===== config.mk =====
export PLATFORM = sky130hd
export DESIGN_NAME = ordered_list_with_positional_delete
export DESIGN_NICKNAME = d
export VERILOG_FILES = /design/src/hdl/olpd_pkg.sv /design/src/hdl/olpd_cell.sv /design/src/hdl/ordered_list_with_positional_delete.sv
export VERILOG_INCLUDE_DIRS = /design/src /design/src/hdl
export SDC_FILE = /design/constraint.sdc
export NUM_CORES = 1
export LEC_CHECK = 0
export BUFFER_PORTS_ARGS = -buffer_cell sky130_fd_sc_hd__buf_2
export CAP_MARGIN = 40
export CELL_PAD_IN_SITES_DETAIL_PLACEMENT = 1
export CELL_PAD_IN_SITES_GLOBAL_PLACEMENT = 1
export CORE_MARGIN = 4
export CORE_UTILIZATION = 50
export CTS_BUF_LIST = sky130_fd_sc_hd__clkbuf_4
export CTS_CLUSTER_SIZE = 20
export DETAILED_ROUTE_END_ITERATION = 10
export HOLD_SLACK_MARGIN = 0.05
export PLACE_DENSITY_LB_ADDON = 0.1
export SYNTH_ARGS = -nofsm -noshare
export SYNTH_HDL_FRONTEND = slang
export SYNTH_SLANG_ARGS = --single-unit

===== constraint.sdc =====
create_clock -name clk_i -period 7.6 [get_ports clk_i]
set_clock_uncertainty 0.15 [all_clocks]
set_input_delay 0.38 -clock clk_i [delete_from_list [all_inputs] [get_ports clk_i]]
set_output_delay 0.38 -clock clk_i [all_outputs]
set_load 0.05 [all_outputs]

===== src/hdl/ordered_list_with_positional_delete_assert.svh =====
// Assertion macros for the ordered list block.
`ifndef ORDERED_LIST_WITH_POSITIONAL_DELETE_ASSERT_SVH
`define ORDERED_LIST_WITH_POSITIONAL_DELETE_ASSERT_SVH
`ifndef SYNTHESIS
// Same-cycle implication, disabled while reset is low.
`define OLPD_ASSERT_NOW(lbl, clk, rstn, ante, cons, msg) \
  lbl: assert property (@(posedge clk) disable iff (!rstn) (ante) |-> (cons)) \
    else $error(msg);
// Next-cycle implication, disabled while reset is low.
`define OLPD_ASSERT_NEXT(lbl, clk, rstn, ante, cons, msg) \
  lbl: assert property (@(posedge clk) disable iff (!rstn) (ante) |=> (cons)) \
    else $error(msg);
`else
`define OLPD_ASSERT_NOW(lbl, clk, rstn, ante, cons, msg)
`define OLPD_ASSERT_NEXT(lbl, clk, rstn, ante, cons, msg)
`endif
`endif


===== src/hdl/olpd_pkg.sv =====
// Package: action and status codes, controller states and cell commands.
package olpd_pkg;

  typedef enum logic [2:0] {
    ACT_APPEND    = 3'd0,
    ACT_DEL_HEAD  = 3'd1,
    ACT_DEL_TAIL  = 3'd2,
    ACT_DEL_AT    = 3'd3,
    ACT_DUMP      = 3'd4
  } action_e;

  typedef enum logic [2:0] {
    ST_OK     = 3'd0,
    ST_EMPTY  = 3'd1,
    ST_BADPOS = 3'd2,
    ST_BEYOND = 3'd3,
    ST_FULL   = 3'd4
  } status_e;

  typedef enum logic {
    S_IDLE,
    S_DUMP
  } state_e;

  typedef enum logic [1:0] {
    OP_HOLD,
    OP_LOAD,
    OP_CLOSE,
    OP_ROTATE
  } cell_op_e;

endpackage


===== src/hdl/olpd_cell.sv =====
// One storage cell of the list chain: holds one entry, loads, shifts or rotates.
module olpd_cell import olpd_pkg::*; #(
  parameter int INDEX = 0,
  parameter int IW    = 4
) (
  input  logic               clk_i,
  input  cell_op_e           op_i,
  input  logic [IW-1:0]      sel_i,
  input  logic [IW-1:0]      last_i,
  input  logic signed [31:0] value_i,
  input  logic signed [31:0] next_i,
  input  logic signed [31:0] head_i,
  output logic signed [31:0] data_o
);

  localparam logic [IW-1:0] MyIdx = IW'(INDEX);

  logic signed [31:0] data_q, data_d;

  always_comb begin
    data_d = data_q;
    case (op_i)
      OP_LOAD: begin
        if (sel_i == MyIdx) data_d = value_i;
      end
      OP_CLOSE: begin
        // take the neighbor's entry at and above the removed slot
        if (MyIdx >= sel_i) data_d = next_i;
      end
      OP_ROTATE: begin
        if (MyIdx == last_i) begin
          data_d = head_i;
        end else if (MyIdx < last_i) begin
          data_d = next_i;
        end
      end
      default: data_d = data_q;
    endcase
  end

  always_ff @(posedge clk_i) begin
    data_q <= data_d;
  end

  assign data_o = data_q;

endmodule


===== src/hdl/ordered_list_with_positional_delete.sv =====
// Top level of the ordered list: controller, result register and the cell chain.
//
// Bounded ordered list of signed 32-bit values held in a chain of cells,
// entry 0 at the head. A command transfer happens at a rising edge with
// start_i high and busy_o low; action_i picks append, remove head, remove
// tail, remove at a 1-based position_i, or dump.
// Results come out on status_o, element_o and is_last_o, each for exactly
// one cycle marked by result_valid_o; the receiver cannot stall them.
// For append and the three removes the result shows the cycle after the
// transfer and busy_o stays low, so a command may follow in every cycle. A
// dump of N entries streams N results, one per cycle, once the controller has
// entered its dump state and the result register has taken the head, while
// the chain rotates its first N cells one step a cycle; busy_o rises at the
// transfer and drops as the tail result shows, so the next command can
// transfer at the edge that ends the tail cycle and the list is back in
// order by then. A dump of an empty list gives one result, the cycle after.
// Reset clears the entry count and the controller; the cells keep whatever
// they hold, and only entries below the count are ever read.
`include "ordered_list_with_positional_delete_assert.svh"

module ordered_list_with_positional_delete import olpd_pkg::*; #(
  parameter int LIST_DEPTH = 16
) (
  input  logic               clk_i,
  input  logic               rst_ni,
  input  logic               start_i,
  output logic               busy_o,
  input  logic [2:0]         action_i,
  input  logic signed [31:0] value_i,
  input  logic [7:0]         position_i,
  output logic               result_valid_o,
  output logic [2:0]         status_o,
  output logic signed [31:0] element_o,
  output logic               is_last_o
);

  localparam int CW = $clog2(LIST_DEPTH + 1);
  localparam int IW = $clog2(LIST_DEPTH);

  state_e             state_q, state_d;
  logic [CW-1:0]      count_q, count_d;
  logic [IW-1:0]      dcnt_q, dcnt_d;
  logic               valid_q, valid_d;
  status_e            status_q, status_d;
  logic signed [31:0] element_q, element_d;
  logic               last_q, last_d;

  cell_op_e           cell_op;
  logic [IW-1:0]      cell_sel;
  logic [IW-1:0]      last_idx;
  logic               accept;
  logic               empty;
  logic               full;
  logic [7:0]         count8;

  logic signed [31:0] cell_data [LIST_DEPTH];
  logic signed [31:0] cell_next [LIST_DEPTH];

  assign accept   = start_i && (state_q == S_IDLE);
  assign empty    = (count_q == '0);
  assign full     = (count_q == CW'(LIST_DEPTH));
  assign count8   = 8'(count_q);
  // index of the tail; only used while the list holds at least one entry
  assign last_idx = IW'(count_q - 1'b1);

  // Next state: enter the dump only for a list that is not empty, leave on the tail.
  always_comb begin
    state_d = state_q;
    case (state_q)
      S_IDLE: begin
        if (accept && (action_i == ACT_DUMP) && !empty) state_d = S_DUMP;
      end
      S_DUMP: begin
        if (dcnt_q == last_idx) state_d = S_IDLE;
      end
      default: state_d = S_IDLE;
    endcase
  end

  // Control and result: decode the command, drive the chain, load the result register.
  always_comb begin
    cell_op   = OP_HOLD;
    cell_sel  = '0;
    count_d   = count_q;
    dcnt_d    = dcnt_q;
    valid_d   = 1'b0;
    status_d  = ST_OK;
    element_d = '0;
    last_d    = 1'b1;
    case (state_q)
      S_IDLE: begin
        if (accept) begin
          valid_d = 1'b1;
          case (action_i)
            ACT_APPEND: begin
              if (full) begin
                status_d = ST_FULL;
              end else begin
                cell_op  = OP_LOAD;
                cell_sel = count_q[IW-1:0];
                count_d  = count_q + 1'b1;
              end
            end
            ACT_DEL_HEAD: begin
              if (empty) begin
                status_d = ST_EMPTY;
              end else begin
                cell_op  = OP_CLOSE;
                cell_sel = '0;
                count_d  = count_q - 1'b1;
              end
            end
            ACT_DEL_TAIL: begin
              // drop the tail by shrinking the count
              if (empty) begin
                status_d = ST_EMPTY;
              end else begin
                count_d = count_q - 1'b1;
              end
            end
            ACT_DEL_AT: begin
              if (empty) begin
                status_d = ST_EMPTY;
              end else if (position_i == '0) begin
                status_d = ST_BADPOS;
              end else if (position_i > count8) begin
                status_d = ST_BEYOND;
              end else begin
                cell_op  = OP_CLOSE;
                cell_sel = IW'(position_i - 8'd1);
                count_d  = count_q - 1'b1;
              end
            end
            ACT_DUMP: begin
              // empty list answers once; otherwise the dump state produces the stream
              if (empty) begin
                status_d = ST_EMPTY;
              end else begin
                valid_d = 1'b0;
                dcnt_d  = '0;
              end
            end
            default: status_d = ST_OK;
          endcase
        end
      end
      S_DUMP: begin
        // emit the current head, then rotate the occupied cells one step
        valid_d   = 1'b1;
        element_d = cell_data[0];
        last_d    = (dcnt_q == last_idx);
        cell_op   = OP_ROTATE;
        dcnt_d    = dcnt_q + 1'b1;
      end
      default: cell_op = OP_HOLD;
    endcase
  end

  always_ff @(posedge clk_i or negedge rst_ni) begin
    if (!rst_ni) begin
      state_q <= S_IDLE;
      count_q <= '0;
      dcnt_q  <= '0;
      valid_q <= 1'b0;
    end else begin
      state_q <= state_d;
      count_q <= count_d;
      dcnt_q  <= dcnt_d;
      valid_q <= valid_d;
    end
  end

  always_ff @(posedge clk_i) begin
    status_q  <= status_d;
    element_q <= element_d;
    last_q    <= last_d;
  end

  // Cell chain: each cell sees its upper neighbor; the top cell sees itself.
  for (genvar g = 0; g < LIST_DEPTH; g++) begin : g_cell
    if (g < LIST_DEPTH - 1) begin : g_mid
      assign cell_next[g] = cell_data[g+1];
    end else begin : g_top
      assign cell_next[g] = cell_data[g];
    end

    olpd_cell #(
      .INDEX (g),
      .IW    (IW)
    ) u_cell (
      .clk_i   (clk_i),
      .op_i    (cell_op),
      .sel_i   (cell_sel),
      .last_i  (last_idx),
      .value_i (value_i),
      .next_i  (cell_next[g]),
      .head_i  (cell_data[0]),
      .data_o  (cell_data[g])
    );
  end

  assign busy_o         = (state_q == S_DUMP);
  assign result_valid_o = valid_q;
  assign status_o       = status_q;
  assign element_o      = element_q;
  assign is_last_o      = last_q;

  `OLPD_ASSERT_NOW(a_count_bound, clk_i, rst_ni, 1'b1, count_q <= CW'(LIST_DEPTH), "entry count above list depth")
  `OLPD_ASSERT_NEXT(a_dump_streams, clk_i, rst_ni, state_q == S_DUMP, valid_q, "dump cycle without a result")
  `OLPD_ASSERT_NEXT(a_dump_keeps_count, clk_i, rst_ni, state_q == S_DUMP, count_q == $past(count_q), "count changed during dump")
  `OLPD_ASSERT_NOW(a_last_leaves_dump, clk_i, rst_ni, (state_q == S_DUMP) && (dcnt_q == last_idx), state_d == S_IDLE, "dump overran the tail")

endmodule

==> results by group <==
Run status
  – Run status: complete, no violations

Floorplanning
  – Floorplan row count: 84
  – Initial standard-cell utilization of the core: 0.507
  – Floorplan die height: ~240 um
  – Core Area: 52800 um^2
  – IO Count: 84
  – Total Die Area: between 50000 and 60000 um^2
  – Overall die width: 239 um

Critical path
  – Worst-path cell with the longest stage delay: sky130_fd_sc_hd__nand3_2
  – Launching element type of the critical path: flop
  – Slack of the worst reg-to-reg path: 2960 ps
  – Data required time at the worst endpoint: roughly 8100 ps
  – Biggest fanout along the worst timing path: 18
  – Number of cells on the worst reg-to-reg path: 9
  – Crit path cell chain: inv_1 -> ha_1 -> nor2b_1 -> nand3_2 -> buf_4 -> o211ai_1 -> o21ai_0 -> nor3_2 -> buf_4
  – Most numerous cell on the critical path: sky130_fd_sc_hd__buf_4
  – Biggest cell delay along the critical path: between 700 and 800 ps
  – WP data arrival: ~5100 ps
  – Endpoint of the most critical register-to-register path: g_cell[5].u_cell.data_o[25]$_DFFE_PP_
  – Critical path type: flop to flop
  – Capturing instance or port of the critical path: g_cell[5].u_cell.data_o[25]$_DFFE_PP_
  – Type of element capturing the critical path: flop
  – Beginning of the worst register-to-register path: count_q[0]$_DFFE_PN0P_
  – CP Launch Point: count_q[0]$_DFFE_PN0P_

Logic synthesis
  – Syn Area/Cell: 14.8 um^2
  – Share of flip-flops with an asynchronous set or reset after synthesis: 0.0197
  – Cell variety after synth: 73
  – Nets in the synthesized netlist: approximately 1900
  – Synthesized flop and latch total: 559
  – Dominant synthesized flop cell: sky130_fd_sc_hd__edfxtp_1
  – Post-synthesis sequential area ratio: 0.612
  – Cells after Synth: between 1500 and 2000
  – Number of synthesized flops with an enable pin: roughly 510
  – Warning count from the yosys run: 0
  – Post-synthesis instance area: ~27000 um^2

Placement
  – Final weighted congestion of routability-driven global placement: between 0.8 and 0.9
  – Count of port buffers added during placement: 83
  – HPWL Detailed: between 40000 and 50000 um

Global route
  – GRT met1 Usage: 0.409
  – Fraction of met3 tracks used by global routing: 0.0818
  – Pin count of the biggest net entering global routing: about 180
  – Number of antenna violations at the first check in global routing: 2
  – Wire length of the first global-routing pass: roughly 130000 um
  – Aggregate global routing overflow: 0
  – Number of global-route vias before repair: 19700
  – GR Util met2: 0.473
  – Most crowded layer after global routing: met2
  – All-layer global routing usage: 0.300

Clock tree
  – Post-CTS Setup Repair Bufs: 0
  – CTS tree: yes
  – Clock sink count: around 560
  – Clock transition time at the flip-flop clock pins of the worst setup and hold paths: 60 ps
  – Number of H-tree levels: 4
  – Max clock buf depth: 3
  – Hold_buf cts: 70
  – Clock root buffer: sky130_fd_sc_hd__clkbuf_4
  – Number of clock buffers inserted by TritonCTS: ~160
  – Insertion delay of the later-clocked pin in the worst-skew pair: about 980 ps
  – Post-cts sizing count: 0

Timing
  – Setup violators final: 0
  – Number of slew-limit violations in the final report: 0
  – Share of the clock period used by the worst path after layout: 0.611
  – Post-Route Setup TNS: 0 ps
  – Fmax: ~0.22 GHz
  – Setup repair after global routing missed its margin: no
  – Min Tclk post-route: 4640 ps
  – Final Hold Fails: 0
  – Slew of the pin with the lowest slew margin: 1170 ps
  – Relative slew slack: 0.218

Job
  – Total of max-cap violations: 0

Finish
  – Combined area of the multi-input logic cells: 9310 um^2
  – Leading cell type in the layout, fill and taps excluded: sky130_fd_sc_hd__edfxtp_1
  – Post-layout util: 0.578
  – Area Growth Syn to Fin: 13.8%
  – Total area of sequential cells: 16400 um^2
  – Most frequent cells in the layout: sky130_fd_sc_hd__edfxtp_1, sky130_fd_sc_hd__a221o_1, sky130_fd_sc_hd__clkbuf_4
  – Net count of the finished layout: 2014
  – Ratio of cells with drive above 1 in the final layout: 0.308
  – Number of fill cells: 5026

Detailed routing
  – Wire length reported by the detailed router: around 87000 um
  – Initial DRT Pass Iterations: 6
  – Post-route DRC: 0
  – DR vias: about 19000
  – Per-cell via count in the routed design: between 6 and 7
  – Number of design-rule violations left by the first detailed-router iteration: between 2000 and 2500
  – Routed length per instance: ~32 um
  – Post-DRT Antenna Nets: 0

Pwr
  – Total power per unit cell area: 535 nW/um^2
  – Peak ir drop on the vdd network: 0.465 mV
  – Leakage power: between 10 and 15 nW

Min path
  – Hold crit path type: input port to flop
==> logic make-up (layout without fill, tap and decap cells) <==
logic type               after synthesis  after routing  share of synthesized area
AO/OA/AOI/OAI                        582            582                      0.205
flip-flops                           559            559                      0.612
buffers and inverters                241            505                     0.0493
AND/OR/NAND/NOR                      218            218                     0.0447
multiplexers                         183            183                     0.0781
XOR/XNOR                              16             16                    0.00580
adder cells (fa/ha/maj)               12             12                    0.00561
other                                  0              1                          0
==> critical path, delay by kind of cell (launching register included) <==
| family | cells | cell delay (ps) |
|---|---|---|
| simple gates | 3 | 1560 |
| buf+inv | 3 | 1080 |
| flops | 1 | 710 |
| fa+ha+maj | 1 | 480 |
| compound gates | 2 | 270 |
==> per-stage QoR <==
stage	hold slack (ps)	power (mW)	area, um^2	setup WS, ps	std cells
2_1_floorplan	-65.6	10.9	26800	1190	1811
3_3_place_gp	126	12.8	27400	2800	2402
3_5_place_dp	131	13.2	27700	2980	2416
4_1_cts	61.1	16.3	30400	2980	2762
5_1_grt	79.2	17.0	30500	2740	2764
6_report	161	16.3	30500	2960	2764
==> cell usage after synthesis (all sizes together) (11+ instances only) <==
master  instances  area [um^2]
a21oi          12         75.1
inv            12         45.0
clkbuf        127          477
a21o           67          503
nand3          19          105
a221o         447         4470
mux2          179         2050
xnor2          14          130
nor2           31          126
buf           102          797
nor3           17          111
and2           68          425
o21ai          18          101
dfxtp          36          721
ha             12          150
dfrtp          11          275
nand2          62          248
edfxtp        512        15400
==> report_power, final <==
group	switching [mW]	leakage, nW	total, mW	internal [mW]
clock	1.33	1.25	2.91	1.58
combinational	4.09	4.76	6.55	2.46
sequential	1.02	5.40	6.86	5.84
total	6.43	11.4	16.3	9.88
==> per-layer routing <==
metal	wire length, um	up-vias
met2	41200	970
met1	35800	10000
met3	7870	177
li1	-	8001
met4	2270	0
met5	0	-
==> sequential cells by signal, indices dropped and copies added (netlist names) <==
signal / flops
g_cell.u_cell.data_o: 512
element_o: 32
result_valid_o: 1
dcnt_q: 4
is_last_o: 1
status_o: 3
count_q: 5
busy_o: 1
==> how the worst min path moves through the flow <==
| stage | start | end | slack [ps] | cells after the start |
|---|---|---|---|---|
| 4_1_cts | value_i[11] | g_cell[15].u_cell.data_o[11]$_DFFE_PP_ | 60 | 3 |
| 6_report | value_i[11] | g_cell[15].u_cell.data_o[11]$_DFFE_PP_ | 160 | 3 |
| 3_5_place_dp | rst_ni | result_valid_o$_DFF_PN0_ | 130 | 1 |
| 5_1_grt | value_i[11] | g_cell[15].u_cell.data_o[11]$_DFFE_PP_ | 80 | 3 |
| 3_3_place_gp | rst_ni | result_valid_o$_DFF_PN0_ | 130 | 1 |
| 2_1_floorplan | rst_ni | busy_o$_DFF_PN0_ | -70 | 0 |
==> area by class of cell <==
cell class	instances	share of cell area
Antenna cell	1	0.0000821
Sequential cell	559	0.537
Multi-Input combinational cell	1011	0.306
Timing Repair Buffer	217	0.0596
Tap cell	688	0.0283
Inverter	12	0.00148
Clock inverter	19	0.00427
Clock buffer	257	0.0633
Note: power is estimated with default switching activity, not from simulation.
